File: config.mk
export PLATFORM = sky130hd
export DESIGN_NAME = filtered_column_stats
export DESIGN_NICKNAME = d
export VERILOG_FILES = /design/src/rtl/fcs_pkg.sv /design/src/rtl/filtered_column_stats.sv /design/src/rtl/fcs_div.sv /design/src/rtl/fcs_dp.sv /design/src/rtl/fcs_ctrl.sv
export SDC_FILE = /design/constraint.sdc
export NUM_CORES = 2
export LEC_CHECK = 0
export ABC_AREA = 1
export CAP_MARGIN = 20
export CELL_PAD_IN_SITES_DETAIL_PLACEMENT = 1
export CELL_PAD_IN_SITES_GLOBAL_PLACEMENT = 2
export CORE_ASPECT_RATIO = 1.4
export CORE_MARGIN = 5
export CORE_UTILIZATION = 40
export DETAILED_ROUTE_END_ITERATION = 8
export DONT_BUFFER_PORTS = 1
export PLACE_DENSITY_LB_ADDON = 0.1
export SLEW_MARGIN = 10
export SYNTH_ARGS = -nofsm -noshare
export SYNTH_HDL_FRONTEND = slang
export SYNTH_HIERARCHICAL = 1
export SYNTH_SLANG_ARGS = --single-unit
File: constraint.sdc
create_clock -name i_clk -period 19.75 [get_ports i_clk]
set_clock_uncertainty 0.05 [all_clocks]
set_input_delay 0 -clock i_clk [delete_from_list [all_inputs] [get_ports i_clk]]
set_output_delay 0 -clock i_clk [all_outputs]
set_load 0.01 [all_outputs]
File: src/rtl/fcs_pkg.sv
// Shared types and constants for the filtered column statistics block.
package fcs_pkg;

    localparam int SUM_BITS   = 64;
    localparam int FRAC_BITS  = 16;
    localparam int MEAN_BITS  = 48;
    localparam int NUM_BITS   = SUM_BITS + FRAC_BITS;
    localparam int STEP_BITS  = $clog2(NUM_BITS + 1);

    localparam logic [MEAN_BITS-1:0] MEAN_POS_CAP = {1'b0, {(MEAN_BITS-1){1'b1}}};
    localparam logic [MEAN_BITS-1:0] MEAN_NEG_CAP = {1'b1, {(MEAN_BITS-1){1'b0}}};

    localparam logic signed [SUM_BITS-1:0] SUM_MAX = {1'b0, {(SUM_BITS-1){1'b1}}};
    localparam logic signed [SUM_BITS-1:0] SUM_MIN = {1'b1, {(SUM_BITS-1){1'b0}}};

    // Filter mode codes
    localparam logic [1:0] FILTER_ALL = 2'd0;
    localparam logic [1:0] FILTER_LT  = 2'd1;
    localparam logic [1:0] FILTER_GT  = 2'd2;

    // Configuration register indexes
    localparam logic [1:0] REG_NULL_SENTINEL = 2'd0;
    localparam logic [1:0] REG_FILTER_MODE   = 2'd1;
    localparam logic [1:0] REG_FILTER_VALUE  = 2'd2;

    typedef struct packed {
        logic acc;        // fold the offered item into the running state
        logic close;      // item is last: snapshot totals and clear
        logic div_start;  // launch the mean division
        logic load_out;   // load the result register
    } t_ctrl_cmd;

    typedef struct packed {
        logic div_busy;
    } t_ctrl_sts;

endpackage

File: src/rtl/filtered_column_stats.sv
// Top level of the filtered column statistics block with its register port.
//
// Input channel (i_valid/o_ready): one signed column value per transfer, with
// i_last on the final element. Values equal to the null sentinel are skipped;
// the rest pass the filter (all, less than, or greater than filter value) and
// update the running min, max, saturating sum and pass count. Every row,
// nulls included, bumps the row count.
// Output channel (o_valid/i_ready): one transfer per column, carrying min,
// max, sum, both counts, the mean (signed, 16 fraction bits, truncated) and
// a has-data flag.
// Flow: non-last values are accepted back to back. A last value starts an
// 80-step bit-serial division for the mean; the result appears once that is
// done and the result register is free; input ready returns in that same cycle.
// The result register holds while the receiver stalls; a new column may
// stream in meanwhile, but its result waits in the divider for the register.
// Reset (synchronous, active low) clears the running state, drops o_valid and
// restores the registers: null sentinel -2^31, filter mode 0, filter value 0.
// Registers at byte addresses 0 (null sentinel), 4 (filter mode), 8 (filter
// value); write them only while the block is idle.
module filtered_column_stats #(
    parameter int VALUE_BITS = 32,
    parameter int COUNT_BITS = 32
) (
    input  logic        i_clk,
    input  logic        i_rst_n,
    input  logic        i_valid,
    output logic        o_ready,
    input  logic [31:0] i_value,
    input  logic        i_last,
    output logic        o_valid,
    input  logic        i_ready,
    output logic [31:0] o_min_value,
    output logic [31:0] o_max_value,
    output logic [63:0] o_sum_value,
    output logic [31:0] o_passed_count,
    output logic [31:0] o_row_count,
    output logic [47:0] o_mean_value,
    output logic        o_has_data,
    input  logic        psel,
    input  logic        penable,
    input  logic        pwrite,
    input  logic [3:0]  paddr,
    input  logic [31:0] pwdata,
    output logic [31:0] prdata,
    output logic        pready
);
    import fcs_pkg::*;

    logic [31:0] r_null_sentinel;
    logic [1:0]  r_filter_mode;
    logic [31:0] r_filter_value;
    logic [1:0]  w_reg_idx;
    logic        w_cfg_wr;

    t_ctrl_cmd   w_cmd;
    t_ctrl_sts   w_sts;

    // Register port: zero wait states, word-aligned registers
    assign pready    = 1'b1;
    assign w_reg_idx = paddr[3:2];
    assign w_cfg_wr  = psel & penable & pwrite & pready;

    always_ff @(posedge i_clk) begin
        if (!i_rst_n) begin
            r_null_sentinel <= 32'h8000_0000;
            r_filter_mode   <= FILTER_ALL;
            r_filter_value  <= '0;
        end else if (w_cfg_wr) begin
            case (w_reg_idx)
                REG_NULL_SENTINEL: r_null_sentinel <= pwdata;
                REG_FILTER_MODE:   r_filter_mode   <= pwdata[1:0];
                REG_FILTER_VALUE:  r_filter_value  <= pwdata;
                default: begin
                    // drop writes past the register list
                end
            endcase
        end
    end

    always_comb begin
        case (w_reg_idx)
            REG_NULL_SENTINEL: prdata = r_null_sentinel;
            REG_FILTER_MODE:   prdata = {30'd0, r_filter_mode};
            REG_FILTER_VALUE:  prdata = r_filter_value;
            default:           prdata = '0;
        endcase
    end

    // Controller: owns the handshakes and the sequencing
    fcs_ctrl u_ctrl (
        .i_clk       (i_clk),
        .i_rst_n     (i_rst_n),
        .i_in_valid  (i_valid),
        .i_in_last   (i_last),
        .o_in_ready  (o_ready),
        .o_out_valid (o_valid),
        .i_out_ready (i_ready),
        .i_sts       (w_sts),
        .o_cmd       (w_cmd)
    );

    // Datapath: statistics, divider and result register
    fcs_dp #(
        .VALUE_BITS (VALUE_BITS),
        .COUNT_BITS (COUNT_BITS)
    ) u_dp (
        .i_clk           (i_clk),
        .i_rst_n         (i_rst_n),
        .i_cmd           (w_cmd),
        .o_sts           (w_sts),
        .i_value         (i_value),
        .i_null_sentinel (r_null_sentinel),
        .i_filter_mode   (r_filter_mode),
        .i_filter_value  (r_filter_value),
        .o_min_value     (o_min_value),
        .o_max_value     (o_max_value),
        .o_sum_value     (o_sum_value),
        .o_passed_count  (o_passed_count),
        .o_row_count     (o_row_count),
        .o_mean_value    (o_mean_value),
        .o_has_data      (o_has_data)
    );

    // A last transfer must drop input ready after it
    a_last_blocks_input: assert property (@(posedge i_clk) disable iff (!i_rst_n)
        (i_valid && o_ready && i_last) |=> !o_ready)
        else $error("input still ready after last transfer");

    // An empty column reports zero sum and zero mean
    a_empty_is_zero: assert property (@(posedge i_clk) disable iff (!i_rst_n)
        (o_valid && !o_has_data) |-> ((o_mean_value == '0) && (o_sum_value == '0)))
        else $error("empty column with nonzero sum or mean");

    // Reset drops the output valid
    a_reset_clears_valid: assert property (@(posedge i_clk)
        !i_rst_n |=> !o_valid)
        else $error("output valid after reset");

endmodule

File: src/rtl/fcs_div.sv
// Bit-serial restoring divider for the fixed-point mean.
module fcs_div #(
    parameter int COUNT_BITS = 32
) (
    input  logic                             i_clk,
    input  logic                             i_rst_n,
    input  logic                             i_start,
    input  logic [fcs_pkg::SUM_BITS-1:0]     i_dividend,
    input  logic [COUNT_BITS-1:0]            i_divisor,
    output logic                             o_busy,
    output logic [fcs_pkg::MEAN_BITS-1:0]    o_quot,
    output logic                             o_ovf
);
    import fcs_pkg::*;

    logic [NUM_BITS-1:0]   r_num;
    logic [COUNT_BITS-1:0] r_den;
    logic [COUNT_BITS-1:0] r_rem;
    logic [MEAN_BITS-1:0]  r_quot;
    logic                  r_ovf;
    logic [STEP_BITS-1:0]  r_cnt;
    logic                  r_busy;

    logic [COUNT_BITS:0]   w_trial;
    logic [COUNT_BITS:0]   w_diff;
    logic                  w_ge;

    assign w_trial = {r_rem, r_num[NUM_BITS-1]};
    assign w_diff  = w_trial - {1'b0, r_den};
    assign w_ge    = ~w_diff[COUNT_BITS];

    always_ff @(posedge i_clk) begin
        if (!i_rst_n) begin
            r_busy <= 1'b0;
            r_cnt  <= '0;
        end else if (i_start) begin
            r_busy <= 1'b1;
            r_cnt  <= STEP_BITS'(NUM_BITS);
        end else if (r_busy) begin
            r_cnt  <= r_cnt - 1'b1;
            r_busy <= (r_cnt != STEP_BITS'(1));
        end
    end

    always_ff @(posedge i_clk) begin
        if (i_start) begin
            r_num  <= {i_dividend, {FRAC_BITS{1'b0}}};
            r_den  <= i_divisor;
            r_rem  <= '0;
            r_quot <= '0;
            r_ovf  <= 1'b0;
        end else if (r_busy) begin
            r_num  <= {r_num[NUM_BITS-2:0], 1'b0};
            r_rem  <= w_ge ? w_diff[COUNT_BITS-1:0] : w_trial[COUNT_BITS-1:0];
            // a one pushed out of the top means the quotient needs more than 48 bits
            r_ovf  <= r_ovf | r_quot[MEAN_BITS-1];
            r_quot <= {r_quot[MEAN_BITS-2:0], w_ge};
        end
    end

    assign o_busy = r_busy;
    assign o_quot = r_quot;
    assign o_ovf  = r_ovf;

endmodule

File: src/rtl/fcs_dp.sv
// Datapath: filter, running statistics, snapshot, mean and result register.
module fcs_dp #(
    parameter int VALUE_BITS = 32,
    parameter int COUNT_BITS = 32
) (
    input  logic                          i_clk,
    input  logic                          i_rst_n,
    input  fcs_pkg::t_ctrl_cmd            i_cmd,
    output fcs_pkg::t_ctrl_sts            o_sts,
    input  logic [31:0]                   i_value,
    input  logic [31:0]                   i_null_sentinel,
    input  logic [1:0]                    i_filter_mode,
    input  logic [31:0]                   i_filter_value,
    output logic [31:0]                   o_min_value,
    output logic [31:0]                   o_max_value,
    output logic [63:0]                   o_sum_value,
    output logic [31:0]                   o_passed_count,
    output logic [31:0]                   o_row_count,
    output logic [47:0]                   o_mean_value,
    output logic                          o_has_data
);
    import fcs_pkg::*;

    localparam logic signed [VALUE_BITS-1:0] V_MAX = {1'b0, {(VALUE_BITS-1){1'b1}}};
    localparam logic signed [VALUE_BITS-1:0] V_MIN = {1'b1, {(VALUE_BITS-1){1'b0}}};
    localparam logic [COUNT_BITS-1:0]        C_MAX = {COUNT_BITS{1'b1}};

    logic signed [VALUE_BITS-1:0] w_v, w_null, w_fv;
    logic signed [SUM_BITS-1:0]   w_v_ext, w_sum_raw;
    logic                         w_mode_pass, w_pass, w_sum_ovf;

    logic signed [VALUE_BITS-1:0] r_min, r_max, n_min, n_max;
    logic signed [SUM_BITS-1:0]   r_sum, n_sum;
    logic [COUNT_BITS-1:0]        r_pcnt, r_rcnt, n_pcnt, n_rcnt;

    logic signed [VALUE_BITS-1:0] r_st_min, r_st_max;
    logic signed [SUM_BITS-1:0]   r_st_sum;
    logic [COUNT_BITS-1:0]        r_st_pcnt, r_st_rcnt;

    logic [SUM_BITS-1:0]          w_mag;
    logic                         w_div_busy, w_div_ovf;
    logic [MEAN_BITS-1:0]         w_quot, w_m, w_mean;

    logic [31:0]                  r_o_min, r_o_max, r_o_pcnt, r_o_rcnt;
    logic [63:0]                  r_o_sum;
    logic [47:0]                  r_o_mean;
    logic                         r_o_has;

    // narrow to the datapath width and sign-extend
    assign w_v    = VALUE_BITS'(signed'(i_value));
    assign w_null = VALUE_BITS'(signed'(i_null_sentinel));
    assign w_fv   = VALUE_BITS'(signed'(i_filter_value));

    always_comb begin
        case (i_filter_mode)
            FILTER_LT: w_mode_pass = (w_v < w_fv);
            FILTER_GT: w_mode_pass = (w_fv < w_v);
            default:   w_mode_pass = 1'b1;
        endcase
    end

    assign w_pass    = (w_v != w_null) && w_mode_pass;
    assign w_v_ext   = SUM_BITS'(w_v);
    assign w_sum_raw = r_sum + w_v_ext;
    assign w_sum_ovf = (r_sum[SUM_BITS-1] == w_v_ext[SUM_BITS-1]) &&
                       (w_sum_raw[SUM_BITS-1] != r_sum[SUM_BITS-1]);

    always_comb begin
        n_rcnt = (r_rcnt != C_MAX) ? r_rcnt + 1'b1 : r_rcnt;
        n_min  = r_min;
        n_max  = r_max;
        n_sum  = r_sum;
        n_pcnt = r_pcnt;
        if (w_pass) begin
            if (w_v < r_min) begin
                n_min = w_v;
            end
            if (r_max < w_v) begin
                n_max = w_v;
            end
            if (w_sum_ovf) begin
                n_sum = r_sum[SUM_BITS-1] ? SUM_MIN : SUM_MAX;
            end else begin
                n_sum = w_sum_raw;
            end
            if (r_pcnt != C_MAX) begin
                n_pcnt = r_pcnt + 1'b1;
            end
        end
    end

    // running state: clear after the column closes
    always_ff @(posedge i_clk) begin
        if (!i_rst_n) begin
            r_min  <= V_MAX;
            r_max  <= V_MIN;
            r_sum  <= '0;
            r_pcnt <= '0;
            r_rcnt <= '0;
        end else if (i_cmd.acc) begin
            if (i_cmd.close) begin
                r_min  <= V_MAX;
                r_max  <= V_MIN;
                r_sum  <= '0;
                r_pcnt <= '0;
                r_rcnt <= '0;
            end else begin
                r_min  <= n_min;
                r_max  <= n_max;
                r_sum  <= n_sum;
                r_pcnt <= n_pcnt;
                r_rcnt <= n_rcnt;
            end
        end
    end

    // column totals held while the mean is divided out
    always_ff @(posedge i_clk) begin
        if (i_cmd.acc && i_cmd.close) begin
            r_st_min  <= n_min;
            r_st_max  <= n_max;
            r_st_sum  <= n_sum;
            r_st_pcnt <= n_pcnt;
            r_st_rcnt <= n_rcnt;
        end
    end

    assign w_mag = r_st_sum[SUM_BITS-1] ? (SUM_BITS'(0) - r_st_sum) : r_st_sum;

    fcs_div #(
        .COUNT_BITS (COUNT_BITS)
    ) u_div (
        .i_clk      (i_clk),
        .i_rst_n    (i_rst_n),
        .i_start    (i_cmd.div_start),
        .i_dividend (w_mag),
        .i_divisor  (r_st_pcnt),
        .o_busy     (w_div_busy),
        .o_quot     (w_quot),
        .o_ovf      (w_div_ovf)
    );

    assign o_sts.div_busy = w_div_busy;

    // saturate the magnitude, then apply the sign; an empty column gives zero
    always_comb begin
        w_m = w_div_ovf ? MEAN_NEG_CAP : w_quot;
        if (r_st_pcnt == '0) begin
            w_mean = '0;
        end else if (r_st_sum[SUM_BITS-1]) begin
            w_mean = (w_m >= MEAN_NEG_CAP) ? MEAN_NEG_CAP : (MEAN_BITS'(0) - w_m);
        end else begin
            w_mean = w_m[MEAN_BITS-1] ? MEAN_POS_CAP : w_m;
        end
    end

    always_ff @(posedge i_clk) begin
        if (i_cmd.load_out) begin
            r_o_min  <= 32'(r_st_min);
            r_o_max  <= 32'(r_st_max);
            r_o_sum  <= (r_st_pcnt != '0) ? r_st_sum : '0;
            r_o_pcnt <= 32'(r_st_pcnt);
            r_o_rcnt <= 32'(r_st_rcnt);
            r_o_mean <= w_mean;
            r_o_has  <= (r_st_pcnt != '0);
        end
    end

    assign o_min_value    = r_o_min;
    assign o_max_value    = r_o_max;
    assign o_sum_value    = r_o_sum;
    assign o_passed_count = r_o_pcnt;
    assign o_row_count    = r_o_rcnt;
    assign o_mean_value   = r_o_mean;
    assign o_has_data     = r_o_has;

endmodule

File: src/rtl/fcs_ctrl.sv
// Controller: sequences accumulation, mean division and result hand-off.
module fcs_ctrl (
    input  logic                 i_clk,
    input  logic                 i_rst_n,
    input  logic                 i_in_valid,
    input  logic                 i_in_last,
    output logic                 o_in_ready,
    output logic                 o_out_valid,
    input  logic                 i_out_ready,
    input  fcs_pkg::t_ctrl_sts   i_sts,
    output fcs_pkg::t_ctrl_cmd   o_cmd
);
    import fcs_pkg::*;

    typedef enum logic [2:0] {
        S_ACC   = 3'b001,
        S_START = 3'b010,
        S_DIV   = 3'b100
    } t_state;

    t_state r_state, n_state;
    logic   r_out_valid, n_out_valid;
    logic   w_out_free;

    assign w_out_free = ~r_out_valid | i_out_ready;

    always_comb begin
        n_state         = r_state;
        o_cmd           = '0;
        o_cmd.acc       = (r_state == S_ACC) && i_in_valid;
        o_cmd.close     = o_cmd.acc && i_in_last;
        o_cmd.div_start = (r_state == S_START);
        o_cmd.load_out  = (r_state == S_DIV) && !i_sts.div_busy && w_out_free;
        case (r_state)
            S_ACC: begin
                if (o_cmd.close) begin
                    n_state = S_START;
                end
            end
            S_START: begin
                n_state = S_DIV;
            end
            S_DIV: begin
                if (o_cmd.load_out) begin
                    n_state = S_ACC;
                end
            end
            default: begin
                n_state = S_ACC;
            end
        endcase
    end

    assign n_out_valid = o_cmd.load_out | (r_out_valid & ~i_out_ready);

    always_ff @(posedge i_clk) begin
        if (!i_rst_n) begin
            r_state     <= S_ACC;
            r_out_valid <= 1'b0;
        end else begin
            r_state     <= n_state;
            r_out_valid <= n_out_valid;
        end
    end

    assign o_in_ready  = (r_state == S_ACC);
    assign o_out_valid = r_out_valid;

endmodule
==> impl_metrics.toml <==
[clocking]
post_cts_resized = 0
post-cts-setup-buffers = 0
clkSinkCount = 880
cts_tree = "yes"
cts_hold_buf = 130
clk_pin_slew_ps = 70
clock_latency_ps = 730
cts_buffers = 92
cts_max_path_buffers = 3
root_buffer = "clkbuf_16"
htreeDepth = 3

[global_routing]
grt_pass1_vias = 44740
antenna_found_initial = 7
grt_use_total = 0.2617
grt_pass1_wl_um = 269600
grt_max_degree = 129
grt_overflow = 0

[placed_design]
port_buffers = 0
place_hpwl_um = 129700
routabilityCongestion = 0.9410

[timing]
setup_viol = 0
tns_ps = 0
grt_setup_unrepaired = "no"
tightest_slew_ps = 1100
max-slew-margin-rel = 0.2665
report.final.slew_viol_count = 0
period_share = 0.2333
fmax_ghz = 0.2171
fin_crit_ps = 4607
finalHoldViolCount = 0

[logic_synthesis]
synth-async-reset-ratio = 0
yosysUniqueCellTypes = 62
ys_ff_latch = 880
yosysSeqAreaShare = 0.4561
avgSynthCellArea_sq_um = 7.665
synth-edff-count = 529
netlist_area_sq_mm = 0.05023
synth_ff_type = "edfxtp_1"
syn-num-nets = 6829
ys_warn_count = 6
syn_inst = 6554

[floorplanning]
rows = 153
die-height_um = 429.3
die_w_um = 309.5
ioPinCount = 352
start_util = 0.4037
core-area_sq_mm = 0.1244
die_area_sq_mm = 0.1329

[job]
maxCapViolations = 0

[drt]
post_drt_wl_per_cell_um = 21.66
vias = 43760
viasPerCell = 5.281
drt_iter0_markers = 2259
drc_errors = 0
first_pass_iters = 5
final_antenna_net_count = 0
finalWirelength_um = 179500

[final_layout]
fillCellCount = 15240
layout_common_cells = "2019 x nand2_1, 835 x inv_1, 572 x nor2_1"
drive_gt1_frac = 0.04567
syn_to_final_growth_pct = 11.70
register_area_sq_mm = 0.02291
multi_input_area_sq_mm = 0.02298
final_net_count = 6852
final_common_cell = "nand2_1"

[hold_path]
holdCritPathClass = "in2reg"
min_from = "i_value[31]"

[worst_setup_path]
worst_setup_path_start_kind = "primary input"
cp-startpoint = "i_value[31]"
end_kind = "flip-flop"
timing.rr.start = "r_filter_value[31]"
crit_arrival_ps = 5200
required_ps = 20350
setup.worst_path.class = "in2reg"
worstPathMaxFanout = 42

[run_status]
status = "finished clean"

[power]
peakVddDrop_mv = 0.06339
cellPowerDensity_mw_per_mm2 = 93.34
leakage_nw = 24.22
p_total_mw = 5.238
## worst paths after layout
check / slack [ps] / cells after the start / end
worst max-delay path: 15140 / 18 / u_dp/r_min[2]
worst min-delay path: 60 / 8 / u_dp/r_sum[47]
worst max register to register: 15250 / 15 / u_dp/r_min[2]
worst min register to register: 360 / 0 / u_dp/o_max_value[17]
## synth_stat cells (38+ instances only)
master	n	area share
nor2_1	578	0.043
o21ai_1	38	0.0038
edfxtp_1	529	0.32
nor3_1	83	0.0083
ha_1	197	0.049
nand2_1	2019	0.15
nand3_1	421	0.042
buf_2	43	0.0043
nand4_1	127	0.016
clkbuf_1	135	0.010
nor4_1	43	0.0054
inv_1	840	0.063
dfxtp_1	351	0.14
o22ai_1	46	0.0057
and2_1	98	0.012
xnor2_1	69	0.012
xor2_1	120	0.021
o21ai_0	139	0.014
a21oi_1	406	0.040
## per-stage QoR
step | area [sq um] | cells | hold slack, ps | worst slack, ps | utilization
finish | 56110 | 8286 | 55.88 | 15140 | 0.4510
global route | 56110 | 8284 | 49.22 | 14930 | 0.4509
CTS | 56090 | 8282 | 0.2299 | 15220 | 0.4507
detailed placement | 51450 | 7979 | 58.12 | 15290 | 0.4135
global placement | 51420 | 7978 | 59.22 | 15380 | 0.4133
floorplan | 50230 | 6554 | 74.39 | 8243 | -
## critical path: stages
cell and delay [ps]:
dlygate4sd3_1 670, buf_12 290, inv_1 190, ha_1 430
a21oi_1 200, o21a_1 150, nand2_1 50, a21oi_1 370
nand2_1 140, nand2_1 80, nand3_1 110, nand3_4 370
buf_4 520, nand3_2 580, buf_4 470, o21ai_0 320
nand2_1 100, nand2_1 80
## logic make-up after synthesis
group | synth area share
adders and majority gates | 0.04987
xor gates and xnor gates | 0.03295
other | 0.00007465
muxes | 0.0001993
AOI/OAI and AO/OA | 0.07809
and+or+nand+nor | 0.2951
buffers and inverters | 0.08758
DFF | 0.4561
## registers in the layout (all words and copies together), names as in the netlist, 48 cells and up
register           count
u_dp/o_mean_value     48
u_dp/o_sum_value      64
u_dp/r_st_sum         64
u_dp/r_sum            64
u_dp/u_div/o_quot     48
u_dp/u_div/r_num      64
## final cells by class
cell class	instances	area share
antenna	3	0.0001338
clock buffer	116	0.04520
sequential	880	0.4083
multi-input combinational	4583	0.4096
clock inverter	57	0.01353
tap	1627	0.03628
inverter	856	0.05771
timing repair buffer	164	0.02921
## report_power, final
group          internal [mW]  switching [mW]
registers               2.09          0.0928
clock network           1.11           0.798
logic                  0.378           0.776
total                   3.57            1.67
## per-layer routing
layer / wire (um) / vias to the layer above / global-route usage
li1: - / 21320 / -
met5: 0 / - / 0
met4: 6220 / 0 / 0.08824
met3: 8099 / 226 / 0.03836
met2: 90740 / 845 / 0.4738
met1: 74420 / 21370 / 0.3167
(Power assumes the default switching activity.)
